<file path="config.mk">
export PLATFORM = sky130hd
export DESIGN_NAME = e2q_cordic
export DESIGN_NICKNAME = d
export VERILOG_FILES = /design/src/rtl/e2q_pkg.sv /design/src/rtl/e2q_cordic.sv
export SDC_FILE = /design/constraint.sdc
export NUM_CORES = 2
export LEC_CHECK = 0
export BUFFER_PORTS_ARGS = -buffer_cell sky130_fd_sc_hd__buf_2
export CAP_MARGIN = 20
export CORE_ASPECT_RATIO = 0.75
export CORE_UTILIZATION = 55
export DETAILED_ROUTE_END_ITERATION = 10
export PLACE_DENSITY = 0.71
export SLEW_MARGIN = 20
export SYNTH_ARGS = -nofsm -noshare
export SYNTH_HDL_FRONTEND = slang
export SYNTH_SLANG_ARGS = --single-unit
</file>
<file path="constraint.sdc">
create_clock -name clk -period 7.51 [get_ports clk]
set_clock_uncertainty 0.1 [all_clocks]
set_input_delay 0 -clock clk [delete_from_list [all_inputs] [get_ports clk]]
set_output_delay 0 -clock clk [all_outputs]
set_load 0.1 [all_outputs]
</file>
<file path="src/rtl/e2q_pkg.sv">
// Package for the Euler angle to quaternion converter.
// Holds the internal fixed-point constants and the arctangent table.
// No dependencies.
`timescale 1ns / 1ps
package e2q_pkg;
    localparam int ANGLE_WIDTH_DEF = 16;
    localparam int OUT_WIDTH_DEF = 16;
    localparam int CORDIC_STEPS_DEF = 16;
    localparam int FRAC = 30;
    localparam int IW = 34;
    localparam logic signed [IW-1:0] HALF_PI = 34'sd1686629713;
    localparam logic signed [IW-1:0] INV_GAIN = 34'sd652032874;

    typedef logic signed [IW-1:0] fix_t;

    typedef enum logic [1:0] {
        REG_MID = 2'd0,
        REG_POS = 2'd1,
        REG_NEG = 2'd2
    } region_t;

    function automatic fix_t atan_lut(input logic [4:0] idx);
        fix_t r;
        case (idx)
            5'd0: r = 34'sd843314856;
            5'd1: r = 34'sd497837829;
            5'd2: r = 34'sd263043836;
            5'd3: r = 34'sd133525158;
            5'd4: r = 34'sd67021686;
            5'd5: r = 34'sd33543515;
            5'd6: r = 34'sd16775850;
            5'd7: r = 34'sd8388437;
            5'd8: r = 34'sd4194282;
            5'd9: r = 34'sd2097149;
            5'd10: r = 34'sd1048575;
            5'd11: r = 34'sd524287;
            5'd12: r = 34'sd262143;
            5'd13: r = 34'sd131071;
            5'd14: r = 34'sd65535;
            5'd15: r = 34'sd32767;
            5'd16: r = 34'sd16383;
            5'd17: r = 34'sd8191;
            5'd18: r = 34'sd4095;
            5'd19: r = 34'sd2047;
            5'd20: r = 34'sd1023;
            5'd21: r = 34'sd511;
            5'd22: r = 34'sd255;
            5'd23: r = 34'sd127;
            5'd24: r = 34'sd63;
            5'd25: r = 34'sd31;
            5'd26: r = 34'sd15;
            5'd27: r = 34'sd7;
            5'd28: r = 34'sd3;
            5'd29: r = 34'sd1;
            default: r = '0;
        endcase
        return r;
    endfunction
endpackage

</file>
<file path="src/rtl/e2q_cordic.sv">
// Pipelined rotation-mode CORDIC giving sine and cosine of a half angle.
// One micro-rotation per stage; depends on e2q_pkg.
`timescale 1ns / 1ps
module e2q_cordic #(
    parameter int ANGLE_WIDTH = e2q_pkg::ANGLE_WIDTH_DEF,
    parameter int CORDIC_STEPS = e2q_pkg::CORDIC_STEPS_DEF
) (
    input  logic                          clk,
    input  logic                          en,
    input  logic signed [ANGLE_WIDTH-1:0] angle,
    output e2q_pkg::fix_t                 sin_val,
    output e2q_pkg::fix_t                 cos_val
);
    import e2q_pkg::*;

    localparam int NS = (CORDIC_STEPS > 32) ? 32 : CORDIC_STEPS;

    fix_t    x_reg [0:NS];
    fix_t    y_reg [0:NS];
    fix_t    z_reg [0:NS];
    region_t r_reg [0:NS];
    fix_t    h;
    fix_t    z0;
    region_t r0;

    always_comb
    begin
        h = fix_t'(angle) <<< (32 - ANGLE_WIDTH);
        if (h > HALF_PI)
        begin
            z0 = h - HALF_PI;
            r0 = REG_POS;
        end
        else if (h < -HALF_PI)
        begin
            z0 = h + HALF_PI;
            r0 = REG_NEG;
        end
        else
        begin
            z0 = h;
            r0 = REG_MID;
        end
    end

    always_ff @(posedge clk)
    begin
        if (en)
        begin
            x_reg[0] <= INV_GAIN;
            y_reg[0] <= '0;
            z_reg[0] <= z0;
            r_reg[0] <= r0;
        end
    end

    for (genvar i = 0; i < NS; i++)
    begin : g_step
        always_ff @(posedge clk)
        begin
            if (en)
            begin
                r_reg[i+1] <= r_reg[i];
                if (z_reg[i] >= 0)
                begin
                    x_reg[i+1] <= x_reg[i] - (y_reg[i] >>> i);
                    y_reg[i+1] <= y_reg[i] + (x_reg[i] >>> i);
                    z_reg[i+1] <= z_reg[i] - atan_lut(5'(i));
                end
                else
                begin
                    x_reg[i+1] <= x_reg[i] + (y_reg[i] >>> i);
                    y_reg[i+1] <= y_reg[i] - (x_reg[i] >>> i);
                    z_reg[i+1] <= z_reg[i] + atan_lut(5'(i));
                end
            end
        end
    end

    always_comb
    begin
        case (r_reg[NS])
            REG_POS:
            begin
                sin_val = x_reg[NS];
                cos_val = -y_reg[NS];
            end
            REG_NEG:
            begin
                sin_val = -x_reg[NS];
                cos_val = y_reg[NS];
            end
            default:
            begin
                sin_val = y_reg[NS];
                cos_val = x_reg[NS];
            end
        endcase
    end
endmodule

</file>
==> flow_metrics.env <==
export IMPL_cts_sinks=1519
export IMPL_r2r_end="y_reg[6][33]$_DFFE_PP_"
export IMPL_period_share_pct=86.55
export IMPL_die_w_um=560.7
export IMPL_final_core_util_pct=59.58
export IMPL_grt_pass1_vias=99390
export IMPL_place_hpwl_mm=273.3
export IMPL_worstSkewPairLatency_ps=860
export IMPL_ant_nets=0
export IMPL_drc=0
export IMPL_fp_dieH_um=421.0
export IMPL_cts_tree="done"
export IMPL_place_ws_ps=1192
export IMPL_synth_cell_type_count=93
export IMPL_setup_tns_final_ps=0
export IMPL_numPortBuffers=85
export IMPL_finalHoldViolCount=0
export IMPL_crit_slowest_cell="nor4_1"
export IMPL_area_growth_pct=7.458
export IMPL_crit_path_max_fanout=6
export IMPL_synth_fp_nets=15140
export IMPL_grt_max_degree=177
export IMPL_rsz0062_at_grt="false"
export IMPL_status="complete, no violations"
export IMPL_worstMarginPinSlew_ps=1207
export IMPL_path_common_cell="o21ai_0"
export IMPL_dieArea_um2=236100
export IMPL_start_util_pct=55.45
export IMPL_cpPeakStageDelay_ps=940
export IMPL_antenna_found_initial=9
export IMPL_yosys_warnings=0
export IMPL_synthCells=13810
export IMPL_synth_edff_count=1519
export IMPL_num_rows=153
export IMPL_cp_arrival_ps=6970
export IMPL_final_setup_viol_count=0
export IMPL_postSynth_asyncResetShare_pct=0
export IMPL_grt_usage_pct=28.90
export IMPL_path_clk_slew_ps=60
export IMPL_vias=106700
export IMPL_ctsHtreeMaxLevel=4
export IMPL_synth_seq_cells=1519
export IMPL_wl_mm=351.7
export IMPL_setup_slack_ps=1010
export IMPL_min_delay_path_class="input pin to register"
export IMPL_worstPathRequired_ps=7980
export IMPL_netlist_area_um2=128800
export IMPL_rrSetupSlack_ps=1010
export IMPL_drv_cap=0
export IMPL_synth_top_flop_cell="edfxtp_1"
export IMPL_avgSynthCellArea_um2=9.322
export IMPL_cts_root_buf="clkbuf_16"
export IMPL_r2r_cells=20
export IMPL_nets=15120
export IMPL_relSlewSlack_pct=18.79
export IMPL_core_area_um2=232200
export IMPL_overflow=0
export IMPL_final_max_slew_viol_count=0
export IMPL_num_io_pins=86
export IMPL_post_drt_via_cell_ratio=6.265
export IMPL_largest_reg_flops=511
export IMPL_crit_type="register to register"
export IMPL_hp_start="angle[15]"
export IMPL_hold_end="z_reg[0][32]$_DFFE_PP_"
export IMPL_fin_crit_ps=6500
export IMPL_regToRegStartpoint="x_reg[5][13]$_DFFE_PP_"
export IMPL_cp_num_buf_inv=0
export IMPL_cts_resized=0
export IMPL_worstSetupStartpointType="register"
export IMPL_fmax_mhz=153.9
export IMPL_gp_congestion=0.9928
export IMPL_seq_area_frac_synth_pct=35.43
export IMPL_dr_first_iter_drc_count=11260
export IMPL_end_kind="register"
export IMPL_clock_path_buffers=4
export IMPL_crit_family="simple AND/OR/NAND/NOR gates"
export IMPL_drive_gt1_share_pct=4.316
export IMPL_cp_cell_sequence="or3_1 > nor3_1 > nand2b_1 > or3_1 > nor2_1 > nand2_1 > nor4_1 > a21oi_1 > xnor2_1 > ha_1 > nor2b_1 > o21ai_0 > nand2b_1 > a21oi_1 > o21ai_0 > o41ai_1 > o21ai_0 > or4_1 > a31oi_1 > xnor2_1"
export IMPL_first_pass_iters=7
export IMPL_cts_buffers=176
export IMPL_wire_per_inst_um=20.66
export IMPL_worstHoldPathCells=5
export IMPL_grt_pass1_wl_mm=552.5
-- metal layers --
layer / vias to the layer above / global-route usage [%] / part of all wire [%]
met4: 2 / 6.952 / 2.3
met3: 547 / 5.060 / 8.9
li1: 50930 / - / -
met5: - / 0 / 0.0037
met2: 4268 / 43.84 / 43
met1: 50930 / 42.60 / 46
-- metrics by stage --
| stage | cell area (µm²) | instances | hold WS, ps |
|---|---|---|---|
| 5_1_grt | 138300 | 17030 | 147.0 |
| 3_5_place_dp | 132200 | 16670 | 244.3 |
| 3_3_place_gp | 132200 | 16670 | 233.6 |
| 4_1_cts | 138300 | 17030 | 55.03 |
| 6_report | 138400 | 17030 | 151.0 |
| 2_1_floorplan | 128800 | 13810 | 12.50 |
-- cells in the final DEF (no fill, tap or decap), drive strengths merged, types with 588 or more instances in the layout --
cell / n
a21o: 588
a21oi: 1265
edfxtp: 1519
ha: 1268
inv: 599
nand2: 887
nor2: 1111
o21ai: 927
xnor2: 1311
xor2: 656
-- how the worst max path moves through the flow --
| stage | cells after the start | end | from |
|---|---|---|---|
| after global placement | 21 | y_reg[6][33]$_DFFE_PP_ | x_reg[5][14]$_DFFE_PP_ |
| after detailed placement | 21 | y_reg[6][33]$_DFFE_PP_ | x_reg[5][13]$_DFFE_PP_ |
| final | 20 | y_reg[6][33]$_DFFE_PP_ | x_reg[5][13]$_DFFE_PP_ |
| after floorplan | 21 | y_reg[6][33]$_DFFE_PP_ | z_reg[5][33]$_DFFE_PP_ |
| after CTS | 21 | y_reg[6][33]$_DFFE_PP_ | x_reg[5][13]$_DFFE_PP_ |
| after global routing | 23 | x_reg[4][33]$_DFFE_PP_ | y_reg[3][3]$_DFFE_PP_ |
-- final cells by class --
cell class / instances / area (µm²)
antenna: 3 / 7.507
fill: 19690 / 93860
timing repair buffer: 204 / 1505
multi-input combinational: 11300 / 79440
clock buffer: 197 / 4504
sequential: 1519 / 45610
inverter: 592 / 2222
clock inverter: 111 / 1185
tap: 3100 / 3879
-- what timing repair did --
item                      CTS  global route
hold buffers               47             0
hold endpoints to repair  271             0
buffers inserted            0             0
-- cell families (layout without fill, tap and decap cells) --
logic type | Yosys count | after routing | share of synthesized area, %
buf+inv | 990 | 1104 | 2.919
other cells | 0 | 3 | 0
xor+xnor | 1967 | 1967 | 13.38
flops | 1519 | 1519 | 35.43
fa+ha+maj | 1321 | 1321 | 13.04
simple gates | 3778 | 3778 | 14.12
mux | 104 | 104 | 0.8425
compound gates | 4133 | 4133 | 20.27
-- Yosys cell counts, drive strengths merged (148+ instances only) --
| master | count | area (µm²) |
|---|---|---|
| nand2b | 210 | 1321 |
| a21oi | 1265 | 6331 |
| clkbuf | 309 | 1164 |
| nor2b | 193 | 1207 |
| xnor2 | 1311 | 11480 |
| a21o | 588 | 4414 |
| o21ai | 927 | 4639 |
| nor3 | 383 | 1922 |
| inv | 585 | 2196 |
| ha | 1268 | 15870 |
| o21a | 190 | 1426 |
| nor2 | 1111 | 4170 |
| o21bai | 148 | 1111 |
| edfxtp | 1519 | 45610 |
| xor2 | 656 | 5746 |
| nand3 | 239 | 1196 |
| nand2 | 887 | 3329 |
-- worst min-delay path, delay by kind of cell --
kind / cells / cell delay, ps
fa+ha+maj: 1 / 120
buf+inv: 3 / 740
compound gates: 1 / 80
Power is left out: the tool's default activity adds up to more than one toggle a clock period on the data nets, which glitch-free logic cannot reach.
